`config.mk`:
```
export PLATFORM = sky130hd
export DESIGN_NAME = sdf_back
export DESIGN_NICKNAME = d
export VERILOG_FILES = /design/src/sdf_pkg.sv /design/src/sdf_back.sv
export SDC_FILE = /design/constraint.sdc
export NUM_CORES = 1
export LEC_CHECK = 0
export BUFFER_PORTS_ARGS = -buffer_cell sky130_fd_sc_hd__buf_4
export CAP_MARGIN = 5
export CORE_MARGIN = 5
export CORE_UTILIZATION = 56
export CTS_BUF_LIST = sky130_fd_sc_hd__clkbuf_4 sky130_fd_sc_hd__clkbuf_8
export DETAILED_ROUTE_END_ITERATION = 16
export PLACE_DENSITY = 0.8
export SLEW_MARGIN = 20
export SYNTH_ARGS = -nofsm -noshare
export SYNTH_HDL_FRONTEND = slang
export SYNTH_SLANG_ARGS = --single-unit
```
`constraint.sdc`:
```
create_clock -name clk -period 4.23 [get_ports clk]
set_input_delay 0.6345 -clock clk [delete_from_list [all_inputs] [get_ports clk]]
set_output_delay 0.6345 -clock clk [all_outputs]
set_load 0.02 [all_outputs]
```
`src/sdf_pkg.sv`:
```
// ----------------------------------------------------------------------------
// sdf_pkg: shared types and constants for the signed decimal field formatter
// Payload structs for both channels, the job record passed from the digit
// extractor to the character emitter, and the ASCII codes in use.
// ----------------------------------------------------------------------------
package sdf_pkg;

  localparam int NUM_DIGITS = 10;

  localparam logic [7:0] CH_MINUS = 8'h2D;
  localparam logic [7:0] CH_SPACE = 8'h20;
  localparam logic [7:0] CH_ZERO  = 8'h30;

  // 2^35 / 10 rounded up; exact quotient for any 32-bit dividend after >> 35
  localparam logic [31:0] RECIP_TEN = 32'hCCCC_CCCD;
  localparam int          RECIP_SHIFT = 35;

  typedef struct packed {
    logic signed [31:0] value;
    logic        [5:0]  field_width;
  } in_t;

  typedef struct packed {
    logic [7:0] out_char;
    logic       last;
  } out_t;

  typedef struct packed {
    logic [NUM_DIGITS-1:0][3:0] digits;  // least significant digit at index 0
    logic [3:0]                 ndig;
    logic                       neg;
    logic [5:0]                 width;
  } job_t;

endpackage

```
`src/sdf_back.sv`:
```
// ----------------------------------------------------------------------------
// sdf_back: character emitter
// Takes one job from the queue and sends its field one character per cycle:
// sign, digits most significant first, then space fill, last on the final one.
// ----------------------------------------------------------------------------
module sdf_back (
  input  logic          clk,
  input  logic          rst_n,
  input  logic          job_empty,
  input  sdf_pkg::job_t job_data,
  output logic          job_pop,
  output logic          out_valid,
  output sdf_pkg::out_t out_data
);
  import sdf_pkg::*;

  job_t       job_r, job_nxt;
  logic       active_r, active_nxt;
  logic [5:0] pos_r, pos_nxt;
  logic       valid_r, valid_nxt;
  out_t       out_r, out_nxt;

  logic [5:0] dpos;
  logic [3:0] didx;
  logic [7:0] ch;

  assign job_pop   = !active_r && !job_empty;
  assign out_valid = valid_r;
  assign out_data  = out_r;

  // position within the digit string, skipping the sign
  assign dpos = pos_r - {5'd0, job_r.neg};
  assign didx = job_r.ndig - 4'd1 - dpos[3:0];

  always_comb begin
    if (job_r.neg && pos_r == 6'd0) begin
      ch = CH_MINUS;
    end else if (dpos < {2'd0, job_r.ndig}) begin
      ch = CH_ZERO + {4'd0, job_r.digits[didx]};
    end else begin
      ch = CH_SPACE;
    end
  end

  always_comb begin
    job_nxt    = job_r;
    active_nxt = active_r;
    pos_nxt    = pos_r;
    valid_nxt  = 1'b0;
    out_nxt    = out_r;
    if (job_pop) begin
      job_nxt    = job_data;
      active_nxt = 1'b1;
      pos_nxt    = 6'd0;
    end else if (active_r) begin
      valid_nxt        = 1'b1;
      out_nxt.out_char = ch;
      out_nxt.last     = (pos_r + 6'd1 == job_r.width);
      pos_nxt          = pos_r + 6'd1;
      if (pos_r + 6'd1 == job_r.width) begin
        active_nxt = 1'b0;
      end
    end
  end

  always_ff @(posedge clk) begin
    if (!rst_n) begin
      active_r <= 1'b0;
      valid_r  <= 1'b0;
    end else begin
      active_r <= active_nxt;
      valid_r  <= valid_nxt;
    end
    job_r <= job_nxt;
    pos_r <= pos_nxt;
    out_r <= out_nxt;
  end

endmodule

```
-- Yosys cells after proc, flatten, opt, wreduce, memory -nomap -nowiden
Cells that the tools add are included.
Widths: inputs -> output; s select.
- reduce and logical (&&, ||, !) cells: 8
- equal/unequal tests: 1
- magnitude comparators: 2
- multiplexer cells: 7
- $add $sub $neg: 5
- bitwise gates (word level): 3
- operators with widths (kind ; number):
    $bmux 4 s4 ; 1
    $mux 4 ; 2
    $add 6x4->7 const A ; 1
    $add 6x1->6 const B ; 1
    $eq 6x6->1 ; 1
    $logic_not 6->1 ; 1
    $lt 6x4->1 ; 1
    $sub 6x1->6 ; 1
    $lt 4x5->1 const B ; 1
    $mux 1 ; 4
    $reduce_or 2->1 ; 2
    $sub 4x1->4 const B ; 1
    $sub 4x4->4 ; 1
    $not 1->1 ; 3
    $logic_and 1x1->1 ; 2
    $logic_not 1->1 ; 2
    $reduce_and 2->1 ; 1
- register bits: 67
- bits of input ports: 54

-- Logic depth before layout (Yosys ltp)
- depth in word-level cells: 6
- mapped depth: 12
- depth with buffers taken out: 11

-- Worst setup path after synthesis
No wires, ideal clock.
- path type: input-to-output
- from: input port job_empty
- to: output port job_pop
- data required time: 3.595 ns
- setup slack: 0.573 ns
- arrival time: 3.023 ns
- buffers on the path: 0
- cell stages on the path: 1
- cell sequence: nor2_1
- word-level cells in the longest chain between the ends: 2
- RTL lines (what ; line ; RTL):
    start: declaration ; sdf_back.sv:9 ; input logic job_empty,
    $logic_not 1->1 ; sdf_back.sv:27 ; assign job_pop = !active_r && !job_empty;
    $logic_and 1x1->1 ; sdf_back.sv:27 ;
    end: declaration ; sdf_back.sv:11 ; output logic job_pop,
Every way passes these cells.

-- Worst setup path after layout
- from: register pos_r[0]
- to: register out_r (netlist bit out_data[3]) (data pin)
- word-level cells in the longest chain between the ends: 6
- RTL lines (what ; line ; RTL):
    start: declaration ; sdf_back.sv:19 ; logic [5:0] pos_r, pos_nxt;
    start signal: assignment ; sdf_back.sv:75 ; pos_r <= pos_nxt;
    $sub 6x1->6 ; sdf_back.sv:32 ; assign dpos = pos_r - {5'd0, job_r.neg};
    $sub 4x4->4 ; sdf_back.sv:33 ; assign didx = job_r.ndig - 4'd1 - dpos[3:0];
    $bmux 4 s4 ; sdf_back.sv:39 ; ch = CH_ZERO + {4'd0, job_r.digits[didx]};
    $mux 4 (implied by the code) ; sdf_back.sv:39 ;
    $add 6x4->7 ; sdf_back.sv:39 ;
    $mux 4 ; sdf_back.sv:38 ; end else if (dpos < {2'd0, job_r.ndig}) begin
    end signal: assignment ; sdf_back.sv:76 ; out_r <= out_nxt;
    end: declaration ; sdf_back.sv:21 ; out_t out_r, out_nxt;
Parallel ways exist; a longest one is shown, timed or not. The select of a mux whose other input is x is not followed.
A chain may end at the register's enable or synchronous reset.

==> impl_results.md <==
* Half-perimeter wire length after placement at 3850 um
* Slew margin rel. at 0.459
* Vias in the first global route at 1,714
* Max Cap Violations at 0
* Hold path start: job_data[20]
* Synth top area cells: edfxtp_1 (58%), dfxtp_1 (5.5%), mux4_2 (5.4%)
* Sink Count at 65
* Gr ovfl total at 0
* Crit start category: flip-flop
* FF-to-FF Start: pos_r[0]
* Wirelength per Cell at 15.4 um
* Root buffer cell: clkbuf_8
* Fmax at 0.321 GHz
* Worst path required time at 4310 ps
* Starting Density at 0.573
* Initial antenna violation count at 0
* CTS tree: yes
* Critical R2R Capture: out_data[3]
* FF-to-FF path depth at 10
* Endpoint type of the worst setup path: flip-flop
* Distinct cells, synth at 41
* Synth top area share at 0.585
* Final nets at 326
* H-tree levels at 3
* Initial DRC Count at 103
* Peak supply drop at 0.000290 V
* Total power at 1700 uW
* Worst EP arrival at 3190 ps
* Gp weighted congestion at 0.748
* Worst Hold Slack at 463 ps
* Yosys warning total at 0
* Clock-pin slew of the registers on the worst-case setup and hold paths at 80 ps
* Post-Syn Instances at 196
* DP Worst Slack at 1130 ps
* # resized after CTS at 0
* Setup total negative slack at 0 ps
* Worst Hold Endpoint: job_r[20]
* Routed vias/inst at 5.11
* Share of post-route cells with drive strength above 1 at 0.351
* Post-route ant nets at 0
* CP Max Fanout at 10
* Async SR Flop Fraction at 0
* Crit-path most repeated cell: inv_1
* Die span in x at 82.3 um
* Met2 global-route usage at 0.266
* Avg Cell Area, Syn at 14.9 um^2
* Pwr dens at 471 nW/um^2
* Sequential fraction of the synthesis area at 0.640
* Crit-path leading delay family: adder cells
* Period utilization at 0.735
* Io pins at 65
* DRC errors left at 0
* Clock buffer count from CTS at 9
* Largest family of logic cells by synthesized area: multiplexers
* Leakage at 0.00143 uW
* Synthesized cell area at 2930 um^2
* Hold buffer count at CTS at 0
* Post-CTS Setup Bufs at 0
* Overall routing resource usage at 0.174
* R2R setup slack at 1120 ps
* Ys flop type: edfxtp_1
* Least-Margin Pin Slew at 811 ps
* Rows at 26
* Worst skew pair latency at 340 ps
* Met1 Resource Use GR at 0.218
* Final hold violation count at 0
* Critical path cell sequence: inv_1, ha_1, xor2_1, inv_1, fa_1, xor2_2, mux4_2, and2b_1, a2111oi_4, o31ai_2
* Worst path slowest cell: fa_1
* Worst setup margin at 1120 ps
* Detailed-route via count at 1,711
* Post-synth top area cell: edfxtp_1
* Post-synthesis mux area share at 0.0778
* Worst Skew at 6.30 ps
* Die Ht at 82.3 um
* Area growth from synthesis to layout at 23.2%
* Port bufs at 61
* WL final at 5150 um
* Area of the multi-input gates at 970 um^2
* Busiest grt layer: met2
* Crit Path Category: flip-flop to flip-flop
* WP buf/inv at 2
* Tmin final at 3110 ps
* ANT cells at 0
* Worst hold path class: input port to flip-flop
* Flops & latches, synth at 65
* Synth cell count leaders: edfxtp_1 (57), nand2_1 (18), ha_1 (11)
* Total iterations of the first detailed-routing run at 4
* Count leader, synth: edfxtp_1
* Met3 Resource Use GR at 0.0770
* Pins Over Slew Limit at 0
* First-pass GRT wire length at 8200 um
* Synth Area in Simple Gates at 0.0774
* Hold Path Stages at 1
* Filler cells at 364
* Post-synthesis xor/xnor area fraction at 0.0552
* Final setup fails at 0
* Post-synth EDFFs at 57
* Status: completed
* Clock Tree Buf Depth at 2
* Die ar. at 6770 um^2
* Max incr delay on CP at 470 ps
* Register area at 1870 um^2
* Post-synthesis adder-cell area fraction at 0.0539
* RSZ-0062 raised after global routing: false
* Largest net degree at the start of global routing at 52
* Compound-Gate Fraction of Synth Area at 0.0607
* Core footprint at 5110 um^2
==> metrics by stage <==
step,util,cells,cell area [um^2]
final,0.706,335,3610
after detailed placement,0.671,319,3430
after global routing,0.706,335,3610
after floorplan,-,197,2930
after CTS,0.706,335,3610
after global placement,0.671,319,3430
==> worst register-to-register path: stages (launching register included) <==
cell and delay, ps:
dfxtp_1 420, inv_1 110, ha_1 220, xor2_1 200, inv_1 110, fa_1 470, xor2_2 440, mux4_2 370
and2b_1 200, a2111oi_4 220, o31ai_2 110
==> final cells by class <==
type / instances / share of cell area
clock buffer: 9 / 0.0344
tap: 70 / 0.0243
sequential: 65 / 0.519
clock inverter: 7 / 0.0149
inverter: 9 / 0.00937
timing repair buffer: 62 / 0.129
multi-input combinational: 113 / 0.269
==> kinds of logic (layout without fill, tap and decap cells) <==
logic type	Yosys count	in the layout
DFF	65	65
adders and majority gates	12	12
AOI/OAI and AO/OA	25	25
buffers and inverters	19	87
and+or+nand+nor	43	43
muxes	14	14
xor gates and xnor gates	16	16
other	2	3
==> worst max-delay path by stage <==
stage          cells past startpoint      start           to  slack [ps]
6_report                          10   pos_r[0]  out_data[3]        1120
5_1_grt                           10   pos_r[0]  out_data[3]         940
4_1_cts                           10   pos_r[0]  out_data[3]        1120
3_5_place_dp                      10   pos_r[0]  out_data[3]        1130
3_3_place_gp                       9   pos_r[0]  out_data[4]        1280
2_1_floorplan                      1  job_empty      job_pop         570
==> placed cells by master (no fill, tap or decap), drive strengths merged, types with 2 or more instances in the layout <==
master / instances
conb: 3
dfxtp: 8
and2: 3
nor3: 4
and3: 3
a21oi: 7
xor2: 5
clkinv: 5
edfxtp: 57
o31a: 2
mux4: 7
mux2i: 7
clkbuf: 9
o31ai: 2
nand3: 2
nand2: 18
nand4: 3
a211oi: 3
o21ai: 8
xnor2: 10
buf: 62
nor2: 5
ha: 11
inv: 11
==> routing by layer <==
layer	up-vias	part of all wire
met5	-	0
met4	0	0.0062
met3	2	0.076
met2	59	0.50
met1	803	0.42
li1	847	-
==> power breakdown <==
| part | switching [uW] | internal (uW) |
|---|---|---|
| combinational | 237 | 218 |
| sequential | 25.9 | 755 |
| clock | 246 | 217 |
==> registers in the layout, summed over array words and instances, names as in the netlist <==
signal,flops
pos_r,6
out_valid,1
out_data,6
job_r,51
active_r,1
No activity file was read; power rests on OpenSTA's default activity.
