`config.mk`:
```
export PLATFORM = sky130hd
export DESIGN_NAME = sdf_queue
export DESIGN_NICKNAME = d
export VERILOG_FILES = /design/src/sdf_pkg.sv /design/src/sdf_queue.sv
export SDC_FILE = /design/constraint.sdc
export NUM_CORES = 1
export LEC_CHECK = 0
export BUFFER_PORTS_ARGS = -buffer_cell sky130_fd_sc_hd__buf_2
export CORE_ASPECT_RATIO = 0.6
export CORE_UTILIZATION = 45
export CTS_CLUSTER_DIAMETER = 40
export DETAILED_ROUTE_END_ITERATION = 6
export HOLD_SLACK_MARGIN = 0.06
export PLACE_DENSITY = 0.8
export SETUP_SLACK_MARGIN = 0.2
export SLEW_MARGIN = 40
export SYNTH_ARGS = -nofsm -noshare
export SYNTH_HDL_FRONTEND = slang
export SYNTH_SLANG_ARGS = --single-unit
```
`constraint.sdc`:
```
create_clock -name clk -period 2.5 [get_ports clk]
set_clock_uncertainty 0.1 [all_clocks]
set_input_delay 0.375 -clock clk [delete_from_list [all_inputs] [get_ports clk]]
set_output_delay 0.375 -clock clk [all_outputs]
set_load 0.01 [all_outputs]
```
`src/sdf_pkg.sv`:
```
// ----------------------------------------------------------------------------
// sdf_pkg: shared types and constants for the signed decimal field formatter
// Payload structs for both channels, the job record passed from the digit
// extractor to the character emitter, and the ASCII codes in use.
// ----------------------------------------------------------------------------
package sdf_pkg;

  localparam int NUM_DIGITS = 10;

  localparam logic [7:0] CH_MINUS = 8'h2D;
  localparam logic [7:0] CH_SPACE = 8'h20;
  localparam logic [7:0] CH_ZERO  = 8'h30;

  // 2^35 / 10 rounded up; exact quotient for any 32-bit dividend after >> 35
  localparam logic [31:0] RECIP_TEN = 32'hCCCC_CCCD;
  localparam int          RECIP_SHIFT = 35;

  typedef struct packed {
    logic signed [31:0] value;
    logic        [5:0]  field_width;
  } in_t;

  typedef struct packed {
    logic [7:0] out_char;
    logic       last;
  } out_t;

  typedef struct packed {
    logic [NUM_DIGITS-1:0][3:0] digits;  // least significant digit at index 0
    logic [3:0]                 ndig;
    logic                       neg;
    logic [5:0]                 width;
  } job_t;

endpackage

```
`src/sdf_queue.sv`:
```
// ----------------------------------------------------------------------------
// sdf_queue: two-entry job queue
// Decouples digit extraction from character output so each side stalls alone.
// ----------------------------------------------------------------------------
module sdf_queue (
  input  logic          clk,
  input  logic          rst_n,
  input  logic          push,
  input  sdf_pkg::job_t push_data,
  output logic          full,
  input  logic          pop,
  output logic          empty,
  output sdf_pkg::job_t pop_data
);
  import sdf_pkg::*;

  job_t       mem_r [2];
  logic       wr_ptr_r, wr_ptr_nxt;
  logic       rd_ptr_r, rd_ptr_nxt;
  logic [1:0] count_r, count_nxt;

  assign full     = (count_r == 2'd2);
  assign empty    = (count_r == 2'd0);
  assign pop_data = mem_r[rd_ptr_r];

  always_comb begin
    wr_ptr_nxt = wr_ptr_r ^ push;
    rd_ptr_nxt = rd_ptr_r ^ pop;
    count_nxt  = count_r + {1'b0, push} - {1'b0, pop};
  end

  always_ff @(posedge clk) begin
    if (!rst_n) begin
      wr_ptr_r <= 1'b0;
      rd_ptr_r <= 1'b0;
      count_r  <= 2'd0;
    end else begin
      wr_ptr_r <= wr_ptr_nxt;
      rd_ptr_r <= rd_ptr_nxt;
      count_r  <= count_nxt;
    end
    if (push) begin
      mem_r[wr_ptr_r] <= push_data;
    end
  end

endmodule

```
; ---- Yosys cells after proc, flatten, opt, wreduce, memory -nomap -nowiden
; Memory sizes are Yosys's and may differ from the RTL's. A register that Yosys moved wholly into a read port is not among the register bits.
; Cells that the tools add are included.
; Widths: inputs -> output; s select.
[op_classes]
reduce_logical = 1
addsub = 2
mux = 3
n_eq_ne = 1
bitwise = 2
[ops]
columns = operator, count
row1 = $mux 1, 3
row2 = $add 2x1->2, 1
row3 = $eq 2x2->1 const B, 1
row4 = $logic_not 2->1, 1
row5 = $sub 2x1->2, 1
row6 = $xor 1x1->1, 2
[totals]
output_inout_bits = 53
elab_cells = 13
n_memories = 1
mem_bits_rw = 102
input_bits = 55
register_bits = 4
[mem_list]
columns = name, words, word_bits, read_ports, rd_ports_with_merged_regs, write_ports, line
row1 = mem_r, 2, 51, 1, 1, 1, sdf_queue.sv:17  ; job_t mem_r [2];

; ---- Longest topological paths before layout
; Gate-level depths: netlist of run 1.
[logic_depth]
ltp_word = 2
mapped_depth = 6
mapped_depth_nobuf = 6

; ---- Least setup slack after synthesis of run 1
; No wires, ideal clock.
[synth_path]
kind = input port to flip-flop
start = in push
end = mem mem_r[0][0] in the netlist's numbering (enable)
path_buffers = 0
t_arrival_ns = 1.634
path_stages = 1
slack_ns = 0.352
required_ns = 1.986
setup_time_ns = 0.414
path_cell_list = ha_1
[synth_via]
elab_chain_len = 2
[synth_lines]
columns = item, line
row1 = from (decl), sdf_queue.sv:8  ; input logic push,
row2 = $mux 1, sdf_queue.sv:42  ; if (push) begin
row3 = $mux 1 (implied by the code), sdf_queue.sv:43  ; mem_r[wr_ptr_r] <= push_data;
row4 = to (decl), sdf_queue.sv:17
; No other way between the ends.

==> out/summary.txt, run 1 <==
Status: finished, final reports clean
Final instance area: 5090 um2
Cell Chain, Critical Path: buf_4 > mux2_4 > buf_2
Tightest Hold Check Type: input port to register
Clk_lat worst skew: 340 ps
Vias post-DR: 1989
Arrival time worst endpoint: 1660 ps
Inst Count DP: 399
Worst-path clk slew: 70 ps
Pint: 3.15 mW
Initial antenna violation count: 0
Syn_nets: 239
Mapped cell area: 4170 um2
Crit share post-route: 85.4%
Gpl congestion: 0.737
Synth unique cells: 13
Drt first pass iters: 4
Row cnt: 26
Number of global-route vias before repair: 2037
Root buffer cell: clkbuf_16
Total CTS buffers: 9
Async SR Flop Fraction: 0%
ANT cells: 0
Cell with the most instances after synthesis: edfxtp_1
Pwr dens: 788 nW/um2
Lkg Pwr: 2.04 nW
Nets@finish: 357
Clock share of power: 33.9%
Unrepaired setup endpoints after global routing: no
Filler cells: 657
Slew Viols, Final: 0
Crit-path leading delay family: flip-flops
Drc violations: 0
Share of cells above drive strength 1: 59.4%
Sequential share of power: 53.2%
Gate Count Post-Synth: 180
TritonCTS Sinks: 107
Synthesis-stage register bit count: 107
Worst setup EP type: primary output
FF-to-FF setup slack: 1160 ps
Setup TNS: 0 ps
Area post-placement: 4800 um2
Resize count post-CTS: 0
Fin cells: 415
Multi-input logic area: 890 um2
Final hold vios: 0
Startpoint Class: register
Net Sw Frac: 21.5%
FF+latch area: 3170 um2
Drt via density: 4.79
Routed wire length: 6780 um
Routed Antenna Nets: 0
Pin count of the biggest net entering global routing: 27
Sequential cell area fraction in the yosys report: 75.8%
First-pass GRT wire length: 10400 um
Syn-to-layout area delta: 22.1%
Die W: 126 um
Min Tclk post-route: 2130 ps
Count of final setup violators: 0
Initial core utilization: 47.7%
Top_reg_cell synth: edfxtp_1
Worst-path fanout max: 15
Relative slew margins: 75.9%
Drt first-iter violations: 124
GRT Resource Usage Total: 15.0%
Util after Layout: 58.2%
Share of the synthesized area in the top cell type: 73.4%
Mapped Avg Cell Area: 23.2 um2
Worst path slowest cell: dfxtp_4
Worst stage delay on the critical path: 500 ps
Fmax: 0.469 GHz
Combinational fraction of design power: 12.8%
Top cells by area, synth: edfxtp_1 (73%), mux2_4 (18%), buf_12 (2.4%), dfxtp_1 (2.4%), ha_1 (1.2%)
H-tree depth: 3
TritonCTS clock tree: yes
YS warnings: 0
CP required: 2030 ps
Buf+Inv Stages, Crit Path: 2
# Max-Cap Violations: 0
Cts hold-fix bufs: 0
Ports: 108
Maximum clock path buffer count: 2
Post-synth top cells: edfxtp_1 (102), mux2_4 (50), buf_12 (5), dfxtp_1 (5), ha_1 (4)
Die area: 9670 um2
Crit path kind: register to primary output
Leading area contributor after synthesis: edfxtp_1
Global route overflow: 0
Post-synth EDFFs: 102
Number of port buffers: 107
Sw power: 0.862 mW
Core Box Area: 8750 um2
Maximum VDD drop: 0.000501 V
Die H: 76.6 um
Detailed placer's ending HPWL: 4550 um
Post-CTS Repair Setup Buffers: 0
Wirelength per Cell: 16.3 um
Measured slew at the worst slew-check pin: 362 ps
-- sequential cells by signal, summed over array words and instances (netlist names), named ones only --
signal    flops
rd_ptr_r      1
wr_ptr_r      1
count_r       2
mem_r       102
-- cells by family (layout without fill, tap and decap cells) --
kind of cell	count (synthesis)	after routing	share of synthesized area, %
xor+xnor	2	2	0.750
mux	51	51	18.3
flops	107	107	75.8
fa+ha+maj	4	4	1.20
simple gates	7	7	0.990
buf+inv	9	132	2.94
-- power by group through the flow --
stage / Sequential, mW / Clock [mW] / Combinational [mW]
final: 2.13 / 1.36 / 0.515
after global placement: 2.17 / 0 / 0.503
after detailed placement: 2.17 / 0 / 0.521
after CTS: 2.14 / 1.41 / 0.524
after floorplan: 2.16 / 0 / 0.364
after global routing: 2.14 / 1.46 / 0.558
-- layer usage --
layer	vias up	track usage, %	routed length, um
li1	932	-	-
met1	957	19.2	3100
met2	89	22.0	3000
met3	11	6.88	562
met4	0	6.51	111
met5	-	0	0
-- layout make-up --
type / count / area share, %
Clock buffer: 12 / 4.64
Sequential cell: 107 / 62.2
Inverter: 3 / 0.221
Tap cell: 112 / 2.75
Multi-Input combinational cell: 64 / 17.5
Timing Repair Buffer: 113 / 11.6
Clock inverter: 4 / 1.06
-- placed cells by master (no fill, tap or decap) --
master,instances
buf_2,107
edfxtp_1,102
mux2_4,50
clkbuf_16,9
buf_4,5
dfxtp_1,4
inv_1,3
and2_1,3
nor2b_1,3
clkbuf_1,3
ha_1,2
ha_2,2
clkinvlp_4,2
mux2_2,1
nor2_1,1
xor2_1,1
xnor3_1,1
dfxtp_4,1
bufinv_16,1
clkinv_4,1
buf_12,1
-- per-stage QoR --
step | total power, mW | hold WS [ps] | setup WS [ps]
floorplan | 2.52 | 374 | 352
global placement | 2.68 | 454 | 733
detailed placement | 2.70 | 466 | 713
CTS | 4.07 | 99.1 | 324
global route | 4.16 | 101 | 281
finish | 4.01 | 119 | 366
-- final timing paths --
check | from | end | depth (start not counted)
max | register | pop_data[14] | 3
min | push_data[3] | mem_r[1][3]$_DFFE_PP_ | 1
max reg2reg | count_r[0]$_SDFF_PN0_ | count_r[1]$_SDFF_PN0_ | 6
min reg2reg | wr_ptr_r$_SDFF_PN0_ | wr_ptr_r$_SDFF_PN0_ | 3
(Power assumes the default switching activity.)
==> inputs of run 2 (changes only) <==
--- a/config.mk
+++ b/config.mk
@@ -5,13 +5,16 @@
 export SDC_FILE = /design/constraint.sdc
 export NUM_CORES = 1
 export LEC_CHECK = 0
+export ABC_AREA = 1
 export BUFFER_PORTS_ARGS = -buffer_cell sky130_fd_sc_hd__buf_2
+export CELL_PAD_IN_SITES_DETAIL_PLACEMENT = 1
+export CELL_PAD_IN_SITES_GLOBAL_PLACEMENT = 1
 export CORE_ASPECT_RATIO = 0.6
-export CORE_UTILIZATION = 45
+export CORE_UTILIZATION = 44
 export CTS_CLUSTER_DIAMETER = 40
 export DETAILED_ROUTE_END_ITERATION = 6
 export HOLD_SLACK_MARGIN = 0.06
-export PLACE_DENSITY = 0.8
+export PLACE_DENSITY = 0.88
 export SETUP_SLACK_MARGIN = 0.2
 export SLEW_MARGIN = 40
 export SYNTH_ARGS = -nofsm -noshare
==> run 2 against run 1 <==
  * Non-clock buffer count unchanged
  * Combinational power is 0.8% lower
  * Register-to-register slack worse by 80 ps
  * Area after synthesis is essentially flat
  * Via count rose by 1.9%
  * Global-route usage up 0.73 points
  * Clock-buffer cell count decreased by 1
  * First-iteration DRC count decreased by 25%
  * Sequential power hardly changed
  * Clock power rose by 9.6%
  * Critical path depth is the same
  * Critical endpoint is now pop_data[50]
==> out/summary.txt, run 2 <==
Worst path slowest cell: buf_4
Pin count of the biggest net entering global routing: 29
Post-synth top cells: edfxtp_1 (102), mux2_4 (50), inv_1 (7), nor2_1 (6)
Synth unique cells: 13
Setup TNS: 0 ps
Arrival time worst endpoint: 1600 ps
Top cells by area, synth: edfxtp_1 (73%), mux2_4 (18%), buf_12 (2.4%), dfxtp_1 (2.4%), ha_1 (1.2%)
Root buffer cell: clkbuf_16
Filler cells: 862
Top reg by flops: mem_r
Clk_lat worst skew: 340 ps
WHS Path Cells: 1
Fmax: 0.482 GHz
Worst flop-to-flop path endpoint: count_r[1]$_SDFF_PN0_
Mapped Avg Cell Area: 22.2 um2
Cell Chain, Critical Path: buf_4 > mux2_2 > buf_2
Synthesis-stage register bit count: 107
Drc violations: 0
Reg-to-Reg Start: count_r[0]$_SDFF_PN0_
GRT Resource Usage Total: 15.7%
Initial core utilization: 45.4%
Pwr dens: 803 nW/um2
Routed wire length: 7190 um
Final hold vios: 0
Max reg flops: 102
YS warnings: 0
Lkg Pwr: 2.07 nW
Number of port buffers: 107
Final instance area: 5130 um2
# Max-Cap Violations: 0
Hold path start: push_data[40]
Post-synth EDFFs: 102
Cell with the most instances after synthesis: edfxtp_1
FF+latch area: 3170 um2
Share of cells above drive strength 1: 58.5%
Die area: 9880 um2
Crit path kind: register to primary output
First-pass GRT wire length: 11300 um
FF-to-FF setup slack: 1080 ps
Share of the synthesized area in the top cell type: 73.5%
Crit share post-route: 83.0%
Hold EP: mem_r[1][40]$_DFFE_PP_
Crit-path leading delay family: buffers and inverters
Dpl ws: 752 ps
R2R depth: 8
Measured slew at the worst slew-check pin: 487 ps
Routed Antenna Nets: 0
Core Box Area: 9190 um2
Ports: 108
Status: finished, final reports clean
Gpl congestion: 0.678
Commonest non-fill, non-tap cells in the layout: buf_2 (107), edfxtp_1 (102), mux2_4 (50), clkbuf_16 (9), inv_1 (7)
Worst stage delay on the critical path: 400 ps
Drt first-iter violations: 93
Cts hold-fix bufs: 0
Syn_nets: 247
Global route overflow: 0
Drt via density: 4.59
Unrepaired setup endpoints after global routing: no
Vias post-DR: 2026
Slew Viols, Final: 0
Syn-to-layout area delta: 23.0%
Resize count post-CTS: 0
CP required: 2030 ps
Total CTS buffers: 9
Leading area contributor after synthesis: edfxtp_1
Async SR Flop Fraction: 0%
Die W: 128 um
Nets@finish: 365
Biggest regs: mem_r: 102 flops, count_r: 2 flops
Drt first pass iters: 4
Row cnt: 27
Mapped cell area: 4170 um2
Die H: 77.4 um
Multi-input logic area: 873 um2
Relative slew margins: 67.5%
TritonCTS Sinks: 107
Gate Count Post-Synth: 188
TritonCTS clock tree: yes
Number of global-route vias before repair: 2216
Startpoint Class: register
Worst-path fanout max: 26
Post-CTS Repair Setup Buffers: 0
Worst setup EP type: primary output
Min Tclk post-route: 2080 ps
H-tree depth: 3
Count of final setup violators: 0
Maximum VDD drop: 0.000526 V
Buf+Inv Stages, Crit Path: 2
ANT cells: 0
Initial antenna violation count: 0
Tightest Hold Check Type: input port to register
Detailed placer's ending HPWL: 4930 um
Wirelength per Cell: 16.3 um
Area post-placement: 4810 um2
Worst-path clk slew: 70 ps
Most common cell after layout, fill and taps aside: buf_2
Sequential cell area fraction in the yosys report: 75.9%
Maximum clock path buffer count: 2
Final setup margin: 424 ps
Top_reg_cell synth: edfxtp_1
-- run 2: changes by cell type after synthesis, sizes merged --
cell / previous run / this run
and2: 3 / 0
xnor3: 1 / 0
xor2: 1 / 0
nor2b: 3 / 0
nor2: 1 / 6
inv: 3 / 7
nand3: 0 / 1
xnor2: 0 / 1
a21oi: 0 / 1
nand2: 0 / 4
-- run 2: worst max path at each step --
stage / from / to / slack (ps) / depth (start not counted)
after global routing: register / pop_data[50] / 350 / 3
after floorplan: push / mem_r[0][0]$_DFFE_PP_ / 350 / 1
final: register / pop_data[50] / 420 / 3
after detailed placement: register / pop_data[42] / 750 / 3
after CTS: register / pop_data[42] / 370 / 3
after global placement: register / pop_data[24] / 770 / 3
-- run 2: metal layers --
layer,part of all wire (%),global-route usage [%]
met1,44,18.9
met2,48,25.8
met3,7.0,6.76
met4,0.61,4.94
met5,0,0
-- run 2: power by group --
group          total (mW)  switching (mW)  internal (mW)  leakage (nW)
registers            2.12          0.0310           2.09          1.00
clock network        1.49           0.585          0.902         0.156
logic               0.511           0.251          0.260         0.916
total                4.12           0.867           3.25          2.07
-- run 2: worst register-to-register path, stage by stage, from the launching register on --
cell	delay, ps
dfxtp_1	360
inv_1	50
ha_1	260
inv_1	40
ha_1	180
inv_1	50
nand2_1	60
a21oi_1	130
nor2_1	60
-- run 2: cell type report --
cell class / instances / share of cell area, %
clock inverter: 5 / 1.51
clock buffer: 11 / 4.73
sequential: 107 / 61.7
tap: 130 / 3.17
multi-input combinational: 68 / 17.0
timing repair buffer: 113 / 11.3
inverter: 7 / 0.512
-- run 2: cells by family after synthesis --
| kind of cell | after synthesis | synth area share [%] |
|---|---|---|
| AOI/OAI and AO/OA | 1 | 0.120 |
| xor gates and xnor gates | 1 | 0.210 |
| adders and majority gates | 4 | 1.20 |
| buffers and inverters | 13 | 3.30 |
| DFF | 107 | 75.9 |
| muxes | 51 | 18.3 |
| and+or+nand+nor | 11 | 1.02 |
-- run 2: metrics by stage --
step | cells | hold WS [ps] | utilization, % | power [mW]
floorplan | 188 | 368 | - | 2.51
global placement | 425 | 400 | 52.3 | 2.66
detailed placement | 425 | 421 | 52.3 | 2.68
CTS | 441 | 103 | 55.8 | 4.18
global route | 441 | 99.1 | 55.8 | 4.26
finish | 441 | 122 | 55.8 | 4.12
==> inputs of run 3 (changes only) <==
==> constraint.sdc (replaced) <==
create_clock -name clk -period 2 [get_ports clk]
set_clock_uncertainty 0.1 [all_clocks]
set_input_delay 0.3 -clock clk [delete_from_list [all_inputs] [get_ports clk]]
set_output_delay 0.3 -clock clk [all_outputs]
set_load 0.01 [all_outputs]
==> run 3 against run 2 <==
  * Sequential power rose by 25%
  * First-iteration DRC count rose by 67%
  * Combinational power rose by 84%
  * Power rose by 26%
  * Via count rose by 15%
  * Worst hold slack got worse by 55 ps
  * Non-clock buffer count rose by 54
  * Register-to-register slack got worse by 610 ps
  * Final cell count rose by 12%
  * Largest power group unchanged
==> out/summary.txt, run 3 (synthesis results as in run 2) <==
Worst path slowest cell: dfxtp_4
Top reg by flops: mem_r
Wirelength per Cell: 19.9 um
Pint: 3.99 mW
Worst-path fanout max: 8
Met1 GRT Util: 20.1%
Filler cells: 828
Reg-to-Reg Start: count_r[0]$_SDFF_PN0_
Min Tclk post-route: 1880 ps
Number of global-route vias before repair: 2472
Tightest Hold Check Type: input port to register
Maximum clock path buffer count: 2
Power Total: 5.18 mW
Count of final setup violators: 0
Worst setup EP type: primary output
Drt via density: 4.69
Final setup margin: 119 ps
Multi-input logic area: 877 um2
Relative slew margins: 75.3%
Sw power: 1.19 mW
Vias post-DR: 2323
Die W: 128 um
Cell Chain, Critical Path: buf_12 > clkbuf_16 > mux2_4 > buf_6
Met2 Resource Use GR: 31.7%
Combinational fraction of design power: 18.2%
Commonest non-fill, non-tap cells in the layout: edfxtp_1 (102), buf_2 (70), mux2_4 (51), dlygate4sd3_1 (44), buf_6 (39)
Startpoint Class: register
Core Box Area: 9190 um2
Number of port buffers: 107
Status: finished, final reports clean
Root buffer cell: clkbuf_16
Most common cell after layout, fill and taps aside: edfxtp_1
Crit-path leading delay family: buffers and inverters
H-tree depth: 3
Max reg flops: 102
Gpl congestion: 0.698
Drc violations: 0
Row cnt: 27
Die area: 9880 um2
Drt first-iter violations: 155
# Max-Cap Violations: 0
Clk_lat worst skew: 330 ps
Drt first pass iters: 4
Biggest regs: mem_r: 102 flops, count_r: 2 flops
Buf+Inv Stages, Crit Path: 3
Setup TNS: 0 ps
Net Sw Frac: 22.9%
Share of cells above drive strength 1: 52.1%
Sequential share of power: 51.3%
Pwr dens: 873 nW/um2
Nets@finish: 419
FF+latch area: 3170 um2
Pin count of the biggest net entering global routing: 27
Crit share post-route: 94.0%
Routed wire length: 9830 um
Global route overflow: 0
Final hold vios: 0
Util after Layout: 64.6%
Slew Viols, Final: 0
Clock share of power: 30.5%
Total CTS buffers: 9
GRT busiest layer: met2
Ports: 108
Fmax: 0.532 GHz
Hold path start: push_data[3]
Worst stage delay on the critical path: 370 ps
Lkg Pwr: 2.40 nW
Routed Antenna Nets: 0
First-pass GRT wire length: 12700 um
Global routing met3 resource utilization: 6.28%
Unrepaired setup endpoints after global routing: yes
Arrival time worst endpoint: 1480 ps
TritonCTS clock tree: yes
GRT Resource Usage Total: 17.7%
TritonCTS Sinks: 107
Maximum VDD drop: 0.000536 V
Dpl ws: 419 ps
Measured slew at the worst slew-check pin: 370 ps
Syn-to-layout area delta: 42.4%
Worst-path clk slew: 70 ps
ANT cells: 0
Initial antenna violation count: 0
Die H: 77.4 um
Initial core utilization: 45.4%
Detailed placer's ending HPWL: 5250 um
CP required: 1600 ps
Crit path kind: register to primary output
[run 3: metal layers]
layer | vias up | share of wire [%]
met5 | - | 0
met4 | 0 | 1.9
met3 | 16 | 5.6
met2 | 84 | 53
met1 | 1160 | 40
li1 | 1063 | -
[run 3: path summary, 6_finish.rpt]
kind,endpoint,slack [ps],cells after the start
hold / removal,mem_r[0][3]$_DFFE_PP_,70,1
hold reg to reg,rd_ptr_r$_SDFF_PN0_,470,2
setup reg to reg,count_r[1]$_SDFF_PN0_,470,8
setup / recovery,pop_data[0],120,4
[run 3: layout make-up]
cell class,count,area share [%]
repair buffers,167,24.3
clock buffers,11,3.92
multi-input cells,68,14.8
flip-flops and latches,107,53.4
well taps,130,2.74
clock inverters,5,0.506
inverters,7,0.443
[run 3: metrics by stage]
stage | instances | hold WS [ps] | cell area (um2)
detailed placement | 426 | 392 | 4840
global placement | 426 | 387 | 4840
global route | 495 | 61.3 | 5940
finish | 495 | 67.5 | 5940
floorplan | 188 | 293 | 4170
CTS | 486 | 60.7 | 5540
[run 3: what timing repair did]
action                                  4_1_cts  5_1_grt
gates resized for setup                       0       48
buffers inserted                              3        2
hold buffers                                 41        3
hold endpoints to repair                     82        6
pin swaps                                     0        0
endpoints found under the setup margin       43       44
gates cloned                                  0        4
[run 3: power groups by stage]
stage                     Clock [mW]  Combinational [mW]  Sequential (mW)
after global routing            1.70               0.997             2.67
final                           1.58               0.940             2.66
after detailed placement           0               0.656             2.71
after global placement             0               0.635             2.70
after CTS                       1.62               0.740             2.66
after floorplan                    0               0.444             2.69
